===== config.mk =====
export PLATFORM = sky130hd
export DESIGN_NAME = four_wheel_drive_mixer_flat
export DESIGN_NICKNAME = d
export VERILOG_FILES = /design/src/hw/rtl/fwdm_pkg.sv /design/src/hw/rtl/fwdm_if.sv /design/src/hw/rtl/four_wheel_drive_mixer.sv /design/src/flat_wrapper.sv
export VERILOG_INCLUDE_DIRS = /design/src /design/src/hw/rtl
export SDC_FILE = /design/constraint.sdc
export NUM_CORES = 1
export LEC_CHECK = 0
export ABC_AREA = 1
export BUFFER_PORTS_ARGS = -buffer_cell sky130_fd_sc_hd__buf_2
export CORE_ASPECT_RATIO = 1.2
export CORE_MARGIN = 1.5
export CORE_UTILIZATION = 50
export DETAILED_ROUTE_END_ITERATION = 10
export GPL_TIMING_DRIVEN = 0
export PLACE_DENSITY = 0.7
export SLEW_MARGIN = 25
export SYNTH_ARGS = -nofsm -noshare
export SYNTH_HDL_FRONTEND = slang
export SYNTH_SLANG_ARGS = --single-unit

===== constraint.sdc =====
create_clock -name clk -period 5.1 [get_ports clk]
set_input_delay 1.02 -clock clk [delete_from_list [all_inputs] [get_ports clk]]
set_output_delay 1.02 -clock clk [all_outputs]
set_load 0.005 [all_outputs]

===== src/hw/rtl/assert_macros.svh =====
// Assertion helpers included by four_wheel_drive_mixer.sv.
`ifndef ASSERT_MACROS_SVH
`define ASSERT_MACROS_SVH

`define FWDM_ASSERT(label, prop, msg) \
  label: assert property (@(posedge clk) disable iff (!rst_n) prop) else $error(msg);

`define FWDM_NEVER(label, cond, msg) \
  label: assert property (@(posedge clk) disable iff (!rst_n) !(cond)) else $error(msg);

`endif


===== src/hw/rtl/fwdm_pkg.sv =====
package fwdm_pkg;

  localparam int MoveW   = 3;
  localparam int TrimW   = 8;
  localparam int CorrW   = 10;
  localparam int DutyW   = 8;
  localparam int ScaleW  = 16;
  localparam int SpeedW  = 16;
  localparam int RawW    = 12;
  localparam int SumW    = 10;
  localparam int ProdW   = SumW + ScaleW;
  localparam int CfgIdxW = 3;
  localparam int CfgDatW = 16;
  localparam int Wheels  = 4;

  typedef logic [MoveW-1:0]       move_t;
  typedef logic [DutyW-1:0]       duty_t;
  typedef logic signed [RawW-1:0] raw_t;

  typedef enum logic [1:0] {
    DRV_STANDBY  = 2'd0,
    DRV_FORWARD  = 2'd1,
    DRV_BACKWARD = 2'd2,
    DRV_BRAKE    = 2'd3
  } drv_t;

  localparam move_t MV_BRAKE    = 3'd0;
  localparam move_t MV_FORWARD  = 3'd1;
  localparam move_t MV_BACKWARD = 3'd2;
  localparam move_t MV_LEFT     = 3'd3;
  localparam move_t MV_RIGHT    = 3'd4;
  localparam move_t MV_ROTATE   = 3'd5;
  localparam move_t MV_STANDBY  = 3'd6;

  localparam logic [CfgIdxW-1:0] REG_STRAIGHT_BASE = 3'd0;
  localparam logic [CfgIdxW-1:0] REG_LATERAL_BASE  = 3'd1;
  localparam logic [CfgIdxW-1:0] REG_ROTATE_DUTY   = 3'd2;
  localparam logic [CfgIdxW-1:0] REG_RIGHT_THR     = 3'd3;
  localparam logic [CfgIdxW-1:0] REG_LEFT_THR      = 3'd4;
  localparam logic [CfgIdxW-1:0] REG_DUTY_CEILING  = 3'd5;
  localparam logic [CfgIdxW-1:0] REG_SPEED_SCALE   = 3'd6;

  localparam duty_t             RST_STRAIGHT_BASE = 8'd75;
  localparam duty_t             RST_LATERAL_BASE  = 8'd80;
  localparam duty_t             RST_ROTATE_DUTY   = 8'd80;
  localparam duty_t             RST_RIGHT_THR     = 8'd60;
  localparam duty_t             RST_LEFT_THR      = 8'd70;
  localparam duty_t             RST_DUTY_CEILING  = 8'd200;
  localparam logic [ScaleW-1:0] RST_SPEED_SCALE   = 16'd43647;

endpackage


===== src/hw/rtl/fwdm_if.sv =====
interface fwdm_in_if import fwdm_pkg::*; ();
  logic                     valid;
  logic                     ready;
  move_t                    move;
  logic signed [TrimW-1:0]  speed_trim;
  logic signed [CorrW-1:0]  steer_correction;

  modport source (output valid, move, speed_trim, steer_correction, input ready);
  modport sink (input valid, move, speed_trim, steer_correction, output ready);
endinterface

interface fwdm_out_if import fwdm_pkg::*; ();
  logic              valid;
  logic              ready;
  duty_t             duty_front_left;
  duty_t             duty_front_right;
  duty_t             duty_rear_left;
  duty_t             duty_rear_right;
  drv_t              drive_front_left;
  drv_t              drive_front_right;
  drv_t              drive_rear_left;
  drv_t              drive_rear_right;
  logic [SpeedW-1:0] speed_x;
  logic [SpeedW-1:0] speed_y;

  modport source (output valid, duty_front_left, duty_front_right, duty_rear_left,
                  duty_rear_right, drive_front_left, drive_front_right, drive_rear_left,
                  drive_rear_right, speed_x, speed_y, input ready);
  modport sink (input valid, duty_front_left, duty_front_right, duty_rear_left,
                duty_rear_right, drive_front_left, drive_front_right, drive_rear_left,
                drive_rear_right, speed_x, speed_y, output ready);
endinterface

interface fwdm_cfg_if import fwdm_pkg::*; ();
  logic               valid;
  logic               ready;
  logic [CfgIdxW-1:0] index;
  logic [CfgDatW-1:0] data;

  modport source (output valid, index, data, input ready);
  modport sink (input valid, index, data, output ready);
endinterface


===== src/hw/rtl/four_wheel_drive_mixer.sv =====
// Each accepted input word passes through every register stage below before its result word reaches the output.
// Throughput: one word per cycle; four register stages (raw duty, wheel clamp,
// duty sum, speed multiply) each take a new word whenever the next stage moves.
// Reset (rst_n low at a clock edge) empties the pipeline and returns every
// configuration register to its default. Configuration writes are taken every cycle.
module four_wheel_drive_mixer import fwdm_pkg::*; (
  input  logic       clk,
  input  logic       rst_n,
  fwdm_in_if.sink    in_bus,
  fwdm_out_if.source out_bus,
  fwdm_cfg_if.sink   cfg_bus
);

`include "assert_macros.svh"

  typedef struct packed {
    move_t mv;
    raw_t  bp;
    raw_t  bm;
    logic  rot_right;
  } s1_t;

  typedef struct packed {
    move_t                  mv;
    duty_t [Wheels-1:0]     duty;
    drv_t  [Wheels-1:0]     drv;
  } s2_t;

  typedef struct packed {
    move_t                  mv;
    duty_t [Wheels-1:0]     duty;
    drv_t  [Wheels-1:0]     drv;
    logic  [SumW-1:0]       sum;
  } s3_t;

  typedef struct packed {
    duty_t [Wheels-1:0]     duty;
    drv_t  [Wheels-1:0]     drv;
    logic  [SpeedW-1:0]     sx;
    logic  [SpeedW-1:0]     sy;
  } s4_t;

  duty_t             straight_base_r, lateral_base_r, rotate_duty_r;
  duty_t             right_thr_r, left_thr_r, ceiling_r;
  logic [ScaleW-1:0] scale_r;

  logic s1_v_r, s2_v_r, s3_v_r, s4_v_r;
  s1_t  s1_r, s1_nxt;
  s2_t  s2_r, s2_nxt;
  s3_t  s3_r, s3_nxt;
  s4_t  s4_r, s4_nxt;
  logic rdy1, rdy2, rdy3, rdy4;

  assign cfg_bus.ready = 1'b1;

  always_ff @(posedge clk) begin
    if (!rst_n) begin
      straight_base_r <= RST_STRAIGHT_BASE;
      lateral_base_r  <= RST_LATERAL_BASE;
      rotate_duty_r   <= RST_ROTATE_DUTY;
      right_thr_r     <= RST_RIGHT_THR;
      left_thr_r      <= RST_LEFT_THR;
      ceiling_r       <= RST_DUTY_CEILING;
      scale_r         <= RST_SPEED_SCALE;
    end else if (cfg_bus.valid) begin
      case (cfg_bus.index)
        REG_STRAIGHT_BASE: straight_base_r <= cfg_bus.data[DutyW-1:0];
        REG_LATERAL_BASE:  lateral_base_r  <= cfg_bus.data[DutyW-1:0];
        REG_ROTATE_DUTY:   rotate_duty_r   <= cfg_bus.data[DutyW-1:0];
        REG_RIGHT_THR:     right_thr_r     <= cfg_bus.data[DutyW-1:0];
        REG_LEFT_THR:      left_thr_r      <= cfg_bus.data[DutyW-1:0];
        REG_DUTY_CEILING:  ceiling_r       <= cfg_bus.data[DutyW-1:0];
        REG_SPEED_SCALE:   scale_r         <= cfg_bus.data[ScaleW-1:0];
        default: ;
      endcase
    end
  end

  assign rdy4 = !s4_v_r || out_bus.ready;
  assign rdy3 = !s3_v_r || rdy4;
  assign rdy2 = !s2_v_r || rdy3;
  assign rdy1 = !s1_v_r || rdy2;
  assign in_bus.ready = rdy1;

  always_comb begin
    duty_t base;
    raw_t  b;
    raw_t  corr;
    if (in_bus.move inside {MV_FORWARD, MV_BACKWARD}) begin
      base = straight_base_r;
    end else begin
      base = lateral_base_r;
    end
    corr = $signed({{(RawW-CorrW){in_bus.steer_correction[CorrW-1]}},
                    in_bus.steer_correction});
    b = $signed({{(RawW-DutyW){1'b0}}, base}) +
        $signed({{(RawW-TrimW){in_bus.speed_trim[TrimW-1]}}, in_bus.speed_trim});
    s1_nxt.mv        = in_bus.move;
    s1_nxt.bp        = b + corr;
    s1_nxt.bm        = b - corr;
    s1_nxt.rot_right = (in_bus.steer_correction > 0);
  end

  always_comb begin
    raw_t  raw  [Wheels];
    drv_t  nrm  [Wheels];
    duty_t thr;
    raw_t  ceil_ext;
    logic  straight, lateral;
    straight = 1'b0;
    lateral  = 1'b0;
    thr      = right_thr_r;
    ceil_ext = $signed({{(RawW-DutyW){1'b0}}, ceiling_r});
    for (int i = 0; i < Wheels; i++) begin
      raw[i] = s1_r.bp;
      nrm[i] = DRV_STANDBY;
    end
    s2_nxt.mv = s1_r.mv;
    for (int i = 0; i < Wheels; i++) begin
      s2_nxt.duty[i] = '0;
      s2_nxt.drv[i]  = DRV_STANDBY;
    end
    case (s1_r.mv)
      MV_FORWARD: begin
        straight = 1'b1;
        raw[0] = s1_r.bp; raw[1] = s1_r.bm; raw[2] = s1_r.bm; raw[3] = s1_r.bp;
        for (int i = 0; i < Wheels; i++) nrm[i] = DRV_FORWARD;
      end
      MV_BACKWARD: begin
        straight = 1'b1;
        raw[0] = s1_r.bm; raw[1] = s1_r.bp; raw[2] = s1_r.bp; raw[3] = s1_r.bm;
        for (int i = 0; i < Wheels; i++) nrm[i] = DRV_BACKWARD;
      end
      MV_RIGHT: begin
        lateral = 1'b1;
        thr = right_thr_r;
        raw[0] = s1_r.bp; raw[1] = s1_r.bp; raw[2] = s1_r.bm; raw[3] = s1_r.bm;
        nrm[0] = DRV_BACKWARD; nrm[1] = DRV_FORWARD;
        nrm[2] = DRV_BACKWARD; nrm[3] = DRV_FORWARD;
      end
      MV_LEFT: begin
        lateral = 1'b1;
        thr = left_thr_r;
        raw[0] = s1_r.bm; raw[1] = s1_r.bm; raw[2] = s1_r.bp; raw[3] = s1_r.bp;
        nrm[0] = DRV_FORWARD; nrm[1] = DRV_BACKWARD;
        nrm[2] = DRV_FORWARD; nrm[3] = DRV_BACKWARD;
      end
      MV_ROTATE: begin
        for (int i = 0; i < Wheels; i++) s2_nxt.duty[i] = rotate_duty_r;
        s2_nxt.drv[0] = s1_r.rot_right ? DRV_FORWARD : DRV_BACKWARD;
        s2_nxt.drv[3] = s1_r.rot_right ? DRV_FORWARD : DRV_BACKWARD;
        s2_nxt.drv[1] = s1_r.rot_right ? DRV_BACKWARD : DRV_FORWARD;
        s2_nxt.drv[2] = s1_r.rot_right ? DRV_BACKWARD : DRV_FORWARD;
      end
      MV_BRAKE: begin
        for (int i = 0; i < Wheels; i++) s2_nxt.drv[i] = DRV_BRAKE;
      end
      default: ;
    endcase
    for (int i = 0; i < Wheels; i++) begin
      if (straight) begin
        s2_nxt.drv[i] = nrm[i];
        if (raw[i] < $signed({{(RawW-1){1'b0}}, 1'b1})) begin
          s2_nxt.duty[i] = (ceiling_r == '0) ? '0 : duty_t'(1);
        end else if (raw[i] > ceil_ext) begin
          s2_nxt.duty[i] = ceiling_r;
        end else begin
          s2_nxt.duty[i] = raw[i][DutyW-1:0];
        end
      end else if (lateral) begin
        if (raw[i] < $signed({{(RawW-DutyW){1'b0}}, thr})) begin
          s2_nxt.duty[i] = lateral_base_r;
          s2_nxt.drv[i]  = (nrm[i] == DRV_FORWARD) ? DRV_BACKWARD : DRV_FORWARD;
        end else begin
          s2_nxt.drv[i]  = nrm[i];
          s2_nxt.duty[i] = (raw[i] > ceil_ext) ? ceiling_r : raw[i][DutyW-1:0];
        end
      end
    end
  end

  always_comb begin
    s3_nxt.mv   = s2_r.mv;
    s3_nxt.duty = s2_r.duty;
    s3_nxt.drv  = s2_r.drv;
    s3_nxt.sum  = SumW'({2'b00, s2_r.duty[0]}) + SumW'({2'b00, s2_r.duty[1]}) +
                  SumW'({2'b00, s2_r.duty[2]}) + SumW'({2'b00, s2_r.duty[3]});
  end

  always_comb begin
    logic [ProdW-1:0]  prod;
    logic [SpeedW-1:0] sp;
    prod = {{ScaleW{1'b0}}, s3_r.sum} * {{SumW{1'b0}}, scale_r};
    sp   = prod[ProdW-1:SumW];
    s4_nxt.duty = s3_r.duty;
    s4_nxt.drv  = s3_r.drv;
    s4_nxt.sx   = (s3_r.mv inside {MV_FORWARD, MV_BACKWARD}) ? sp : '0;
    s4_nxt.sy   = (s3_r.mv inside {MV_LEFT, MV_RIGHT}) ? sp : '0;
  end

  always_ff @(posedge clk) begin
    if (!rst_n) begin
      s1_v_r <= 1'b0;
      s2_v_r <= 1'b0;
      s3_v_r <= 1'b0;
      s4_v_r <= 1'b0;
    end else begin
      if (rdy1) s1_v_r <= in_bus.valid;
      if (rdy2) s2_v_r <= s1_v_r;
      if (rdy3) s3_v_r <= s2_v_r;
      if (rdy4) s4_v_r <= s3_v_r;
    end
  end

  always_ff @(posedge clk) begin
    if (rdy1 && in_bus.valid) s1_r <= s1_nxt;
    if (rdy2 && s1_v_r) s2_r <= s2_nxt;
    if (rdy3 && s2_v_r) s3_r <= s3_nxt;
    if (rdy4 && s3_v_r) s4_r <= s4_nxt;
  end

  assign out_bus.valid             = s4_v_r;
  assign out_bus.duty_front_left   = s4_r.duty[0];
  assign out_bus.duty_front_right  = s4_r.duty[1];
  assign out_bus.duty_rear_left    = s4_r.duty[2];
  assign out_bus.duty_rear_right   = s4_r.duty[3];
  assign out_bus.drive_front_left  = s4_r.drv[0];
  assign out_bus.drive_front_right = s4_r.drv[1];
  assign out_bus.drive_rear_left   = s4_r.drv[2];
  assign out_bus.drive_rear_right  = s4_r.drv[3];
  assign out_bus.speed_x           = s4_r.sx;
  assign out_bus.speed_y           = s4_r.sy;

  `FWDM_ASSERT(a_s1_holds, s1_v_r && !rdy2 |=> s1_v_r, "stage one word dropped on stall")
  `FWDM_NEVER(a_one_speed, s4_v_r && s4_r.sx != '0 && s4_r.sy != '0, "both speeds set")
  `FWDM_ASSERT(a_brake_zero,
    s2_v_r && s2_r.drv[0] == DRV_BRAKE |-> s2_r.duty[0] == '0 && s2_r.duty[3] == '0,
    "braking wheel has a duty")
  `FWDM_ASSERT(a_sx_class,
    s3_v_r && rdy4 && !(s3_r.mv == MV_FORWARD || s3_r.mv == MV_BACKWARD) |=> s4_r.sx == '0,
    "speed_x set outside a straight move")

endmodule

===== src/flat_wrapper.sv =====
// flat-port wrapper written by rule: the top's interface ports become plain ports
module four_wheel_drive_mixer_flat import fwdm_pkg::*;
  (clk, rst_n, in_bus_valid, in_bus_move, in_bus_speed_trim, in_bus_steer_correction, in_bus_ready, out_bus_valid, out_bus_duty_front_left, out_bus_duty_front_right, out_bus_duty_rear_left, out_bus_duty_rear_right, out_bus_drive_front_left, out_bus_drive_front_right, out_bus_drive_rear_left, out_bus_drive_rear_right, out_bus_speed_x, out_bus_speed_y, out_bus_ready, cfg_bus_valid, cfg_bus_index, cfg_bus_data, cfg_bus_ready);
  fwdm_in_if in_bus_i ();
  fwdm_out_if out_bus_i ();
  fwdm_cfg_if cfg_bus_i ();
  input  logic clk;
  input  logic rst_n;
  input wire logic [$bits(in_bus_i.valid)-1:0] in_bus_valid;
  input wire logic [$bits(in_bus_i.move)-1:0] in_bus_move;
  input wire logic [$bits(in_bus_i.speed_trim)-1:0] in_bus_speed_trim;
  input wire logic [$bits(in_bus_i.steer_correction)-1:0] in_bus_steer_correction;
  output wire logic [$bits(in_bus_i.ready)-1:0] in_bus_ready;
  output wire logic [$bits(out_bus_i.valid)-1:0] out_bus_valid;
  output wire logic [$bits(out_bus_i.duty_front_left)-1:0] out_bus_duty_front_left;
  output wire logic [$bits(out_bus_i.duty_front_right)-1:0] out_bus_duty_front_right;
  output wire logic [$bits(out_bus_i.duty_rear_left)-1:0] out_bus_duty_rear_left;
  output wire logic [$bits(out_bus_i.duty_rear_right)-1:0] out_bus_duty_rear_right;
  output wire logic [$bits(out_bus_i.drive_front_left)-1:0] out_bus_drive_front_left;
  output wire logic [$bits(out_bus_i.drive_front_right)-1:0] out_bus_drive_front_right;
  output wire logic [$bits(out_bus_i.drive_rear_left)-1:0] out_bus_drive_rear_left;
  output wire logic [$bits(out_bus_i.drive_rear_right)-1:0] out_bus_drive_rear_right;
  output wire logic [$bits(out_bus_i.speed_x)-1:0] out_bus_speed_x;
  output wire logic [$bits(out_bus_i.speed_y)-1:0] out_bus_speed_y;
  input wire logic [$bits(out_bus_i.ready)-1:0] out_bus_ready;
  input wire logic [$bits(cfg_bus_i.valid)-1:0] cfg_bus_valid;
  input wire logic [$bits(cfg_bus_i.index)-1:0] cfg_bus_index;
  input wire logic [$bits(cfg_bus_i.data)-1:0] cfg_bus_data;
  output wire logic [$bits(cfg_bus_i.ready)-1:0] cfg_bus_ready;
  assign in_bus_i.valid = in_bus_valid;
  assign in_bus_i.move = in_bus_move;
  assign in_bus_i.speed_trim = in_bus_speed_trim;
  assign in_bus_i.steer_correction = in_bus_steer_correction;
  assign in_bus_ready = in_bus_i.ready;
  assign out_bus_valid = out_bus_i.valid;
  assign out_bus_duty_front_left = out_bus_i.duty_front_left;
  assign out_bus_duty_front_right = out_bus_i.duty_front_right;
  assign out_bus_duty_rear_left = out_bus_i.duty_rear_left;
  assign out_bus_duty_rear_right = out_bus_i.duty_rear_right;
  assign out_bus_drive_front_left = out_bus_i.drive_front_left;
  assign out_bus_drive_front_right = out_bus_i.drive_front_right;
  assign out_bus_drive_rear_left = out_bus_i.drive_rear_left;
  assign out_bus_drive_rear_right = out_bus_i.drive_rear_right;
  assign out_bus_speed_x = out_bus_i.speed_x;
  assign out_bus_speed_y = out_bus_i.speed_y;
  assign out_bus_i.ready = out_bus_ready;
  assign cfg_bus_i.valid = cfg_bus_valid;
  assign cfg_bus_i.index = cfg_bus_index;
  assign cfg_bus_i.data = cfg_bus_data;
  assign cfg_bus_ready = cfg_bus_i.ready;
  four_wheel_drive_mixer u_core (.clk(clk), .rst_n(rst_n), .in_bus(in_bus_i), .out_bus(out_bus_i), .cfg_bus(cfg_bus_i));
endmodule

==> summary.md <==
| Metric | Value |
|---|---|
| Outcome | `finished, final reports clean` |
| Flops & latches, synth | `261` |
| Initial Util | `0.508` |
| Worst path cell trace | `buf_8, buf_4, nand2_1, inv_1, fa_1, inv_1, fa_1, inv_1, fa_1, inv_1, fa_1, inv_1, ha_4, ha_4, nand2_1, nor2_1, inv_1, nor2_2, nand2_1, o2111ai_2, xnor2_2, nor2_1` |
| # IOs | `120` |
| CTS tree | `yes` |
| Distinct cells, synth | `49` |
| Vias | `16962` |
| Post-layout min period | `between 5 and 6 ns` |
| Max Clk Rate | `0.198 GHz` |
| Die area | `between 0.04 and 0.05 mm^2` |
| Share of the synthesized area in the top cell type | `0.286` |
| Final hold viol count | `0` |
| Site Rows | `80` |
| Endpoints failing setup | `0` |
| Final setup TNS | `0 ns` |
| Yosys warns | `0` |
| Crit path depth | `22` |
| Post-placement setup slack | `-0.859 ns` |
| Clk sinks | `about 260` |
| Area delta synth->final | `15.8%` |
| Area leader, netlist | `edfxtp_1` |
| Vias in the first global route | `roughly 17000` |
| Area of the multi-input gates | `0.0118 mm^2` |
| Critical Path Max Stage Delay | `approximately 0.53 ns` |
| Initial antenna violation count | `0` |
| CTS clk-pin slew, worst paths | `0.06 ns` |
| Core ar. | `~0.040 mm^2` |
| Final Cell Area | `0.0234 mm^2` |
| WP buf/inv | `8` |
| GRT Overall Usage | `0.274` |
| Drt pass-1 iters | `5` |
| Final max-slew violation count | `0` |
| Post-synthesis sequential area ratio | `0.354` |
| RSZ-0062 raised after global routing | `yes` |
| Port-buffer cells | `about 120` |
| Dominant register cell in the synthesized netlist | `edfxtp_1` |
| Worst Hold Margin | `roughly 0.41 ns` |
| CTS root buf | `clkbuf_16` |
| Htree depth | `1` |
| Final Cycle Share | `0.989` |
| DR WL/cell | `18.0 um` |
| Most used cell, CP | `inv_1` |
| Die X | `187 um` |
| Syn Area/Cell | `8.19 um^2` |
| Setup CP Type | `flip-flop to flip-flop` |
| Largest net degree at the start of global routing | `30` |
| Crit path capture type | `flip-flop` |
| Post-DP Area | `approximately 0.022 mm^2` |
| Max capacitance violation total | `0` |
| First-pass GRT wire length | `about 89000 um` |
| Arrival @ worst endpoint | `around 5.4 ns` |
| Max transition margin | `0.341` |
| Vias/cell | `~5.3` |
| FF/Latch Area | `0.00717 mm^2` |
| Mapped Area | `0.0202 mm^2` |
| Nets | `around 3000` |
| Skew-Pair Late Insertion Delay | `approximately 0.57 ns` |
| Worst hold-check path type | `flip-flop to flip-flop` |
| Die H | `approximately 220 um` |
| CP top delay family | `adder cells` |
| ANT cells | `0` |
| Detailed Route WL | `around 57000 um` |
| Drt first-iter violations | `between 1000 and 1500` |
| Async S/R FF share, synth | `0` |
| Drt drc | `0` |
| GRT overflow | `0` |
| Critical path required time | `roughly 5.4 ns` |
| Share of cells above drive strength 1 | `0.161` |
| Crit-path slowest cell | `fa_1` |
| Post-synth EDFFs | `193` |
| CP Launch Type | `flip-flop` |
| Worst hold stages | `0` |
| Ranking of synthesized cells by area | `edfxtp_1 29%, nand2_1 12%, fa_1 12%` |
| Slew @ Worst Pin | `a little under 1 ns` |
| Setup Skew | `approximately 0.012 ns` |
| Crit-path max FO | `6` |
| Reg2Reg Depth | `22` |
| CTS Buffer Depth | `3` |
| Routability Congestion | `1.01` |
| Remaining antenna violation count after routing | `0` |
| Post-Synthesis Cells | `around 2500` |
| HPWL Detailed | `between 40000 and 50000 um` |
| TritonCTS buffer count | `27` |
| Worst setup margin | `around 0.054 ns` |
| Synthesized Nets | `roughly 2800` |
| FILL cells | `roughly 3600` |
[repair_timing]
action | CTS | global route
hold buffers | 0 | 0
pin swaps | 30 | 70
gates resized for setup | 83 | 110
buffers inserted | 27 | 11
cloned | 1 | 0
setup endpoints to repair | 32 | 33
[Yosys cell counts (2+ instances only)]
cell and instances:
clkinv_1 3, ha_1 163, buf_1 3, o21ai_1 6, nand4_1 8, a31oi_1 3, buf_6 7, nand2_2 17
o2111ai_1 4, clkbuf_1 53, nor2_2 9, a21oi_1 113, o211ai_1 8, o21a_1 8, mux2i_1 7, nand3_1 189
xnor2_1 18, inv_1 396, o21ai_0 81, nor2_1 199, fa_1 122, inv_4 3, inv_2 10, xor2_1 34
o31ai_1 7, nand3_2 9, nor4_1 5, o21bai_1 8, buf_4 6, dfxtp_1 68, edfxtp_1 193, a21oi_2 3
nand2_1 665, a21o_1 8, nor3_1 10, nand2_4 8, a211oi_1 2, buf_2 4
[final timing paths]
kind	start	endpoint	slack [ns]
worst max-delay path	u_core.s3_r[6]	u_core.out_bus.speed_x[10]	0.05
worst min-delay path	u_core.s3_r[41]	u_core.out_bus.duty_rear_left[7]	0.41
worst max register to register	u_core.s3_r[6]	u_core.out_bus.speed_x[10]	0.05
worst min register to register	u_core.s3_r[41]	u_core.out_bus.duty_rear_left[7]	0.41
[sequential cells by signal, summed over array words and instances, names as in the netlist, 2 cells and up]
signal,count
u_core.out_bus.drive_rear_right,2
u_core.straight_base_r,8
u_core.scale_r,16
u_core.out_bus.drive_rear_left,2
u_core.ceiling_r,8
u_core.out_bus.duty_rear_right,8
u_core.out_bus.speed_y,16
u_core.right_thr_r,8
u_core.out_bus.duty_front_left,8
u_core.out_bus.drive_front_right,2
u_core.out_bus.speed_x,16
u_core.left_thr_r,8
u_core.s1_r,25
u_core.lateral_base_r,8
u_core.s3_r,53
u_core.out_bus.duty_rear_left,8
u_core.out_bus.duty_front_right,8
u_core.out_bus.drive_front_left,2
u_core.s2_r,43
u_core.rotate_duty_r,8
[metrics by stage]
step	std cells	util
final	3187	0.589
after global routing	3187	0.589
after CTS	3178	0.577
after detailed placement	3126	0.543
after global placement	3121	0.540
after floorplan	2471	-
[metal layers]
layer | global-route usage | wire length (um)
met5 | 0 | 0
met4 | 0.145 | 3230
met3 | 0.0322 | 2830
met2 | 0.506 | 29200
met1 | 0.310 | 22100
[placed cells by master (no fill, tap or decap), drive strengths merged]
master,Yosys,final
buf,21,186
nor4,5,5
a21o,8,8
nand3,199,199
a31oi,3,3
a21oi,116,116
o31ai,7,7
nand3b,1,1
o211ai,8,8
clkbuf,53,54
conb,1,1
or2,2,2
xor2,34,34
nand2,690,690
a211oi,2,2
clkinv,3,12
o21bai,8,8
edfxtp,193,193
a21boi,1,1
o21a,8,8
o22ai,1,1
o2111ai,4,4
bufinv,0,3
fa,122,122
xnor2,18,18
dfxtp,68,68
nand4,8,8
nor2,209,209
inv,409,414
mux2i,7,7
ha,163,163
nor3,11,11
o21ai,88,88
[cell type report]
class	instances	area share
multi-input combinational	1724	0.501
sequential	261	0.306
inverter	412	0.0663
timing repair buffer	161	0.0442
clock buffer	30	0.0302
tap	533	0.0284
buffer	49	0.0156
clock inverter	17	0.00822
[worst register-to-register path, cell delays in order, from the launching register on]
cell,delay [ns]
edfxtp_1,0.49
buf_8,0.19
buf_4,0.14
nand2_1,0.06
inv_1,0.05
fa_1,0.53
inv_1,0.05
fa_1,0.47
inv_1,0.05
fa_1,0.52
inv_1,0.05
fa_1,0.53
inv_1,0.07
ha_4,0.24
ha_4,0.32
nand2_1,0.12
nor2_1,0.17
inv_1,0.12
nor2_2,0.14
nand2_1,0.10
o2111ai_2,0.13
xnor2_2,0.16
nor2_1,0.06
[cell families after synthesis]
family,synth area share
compound gates,0.0704
xor+xnor,0.0225
mux,0.00346
flops,0.354
simple gates,0.233
fa+ha+maj,0.221
other cells,0.000185
buf+inv,0.0952
Power is left out: the tool's default activity adds up to more than one toggle a clock period on the data nets, which glitch-free logic cannot reach.
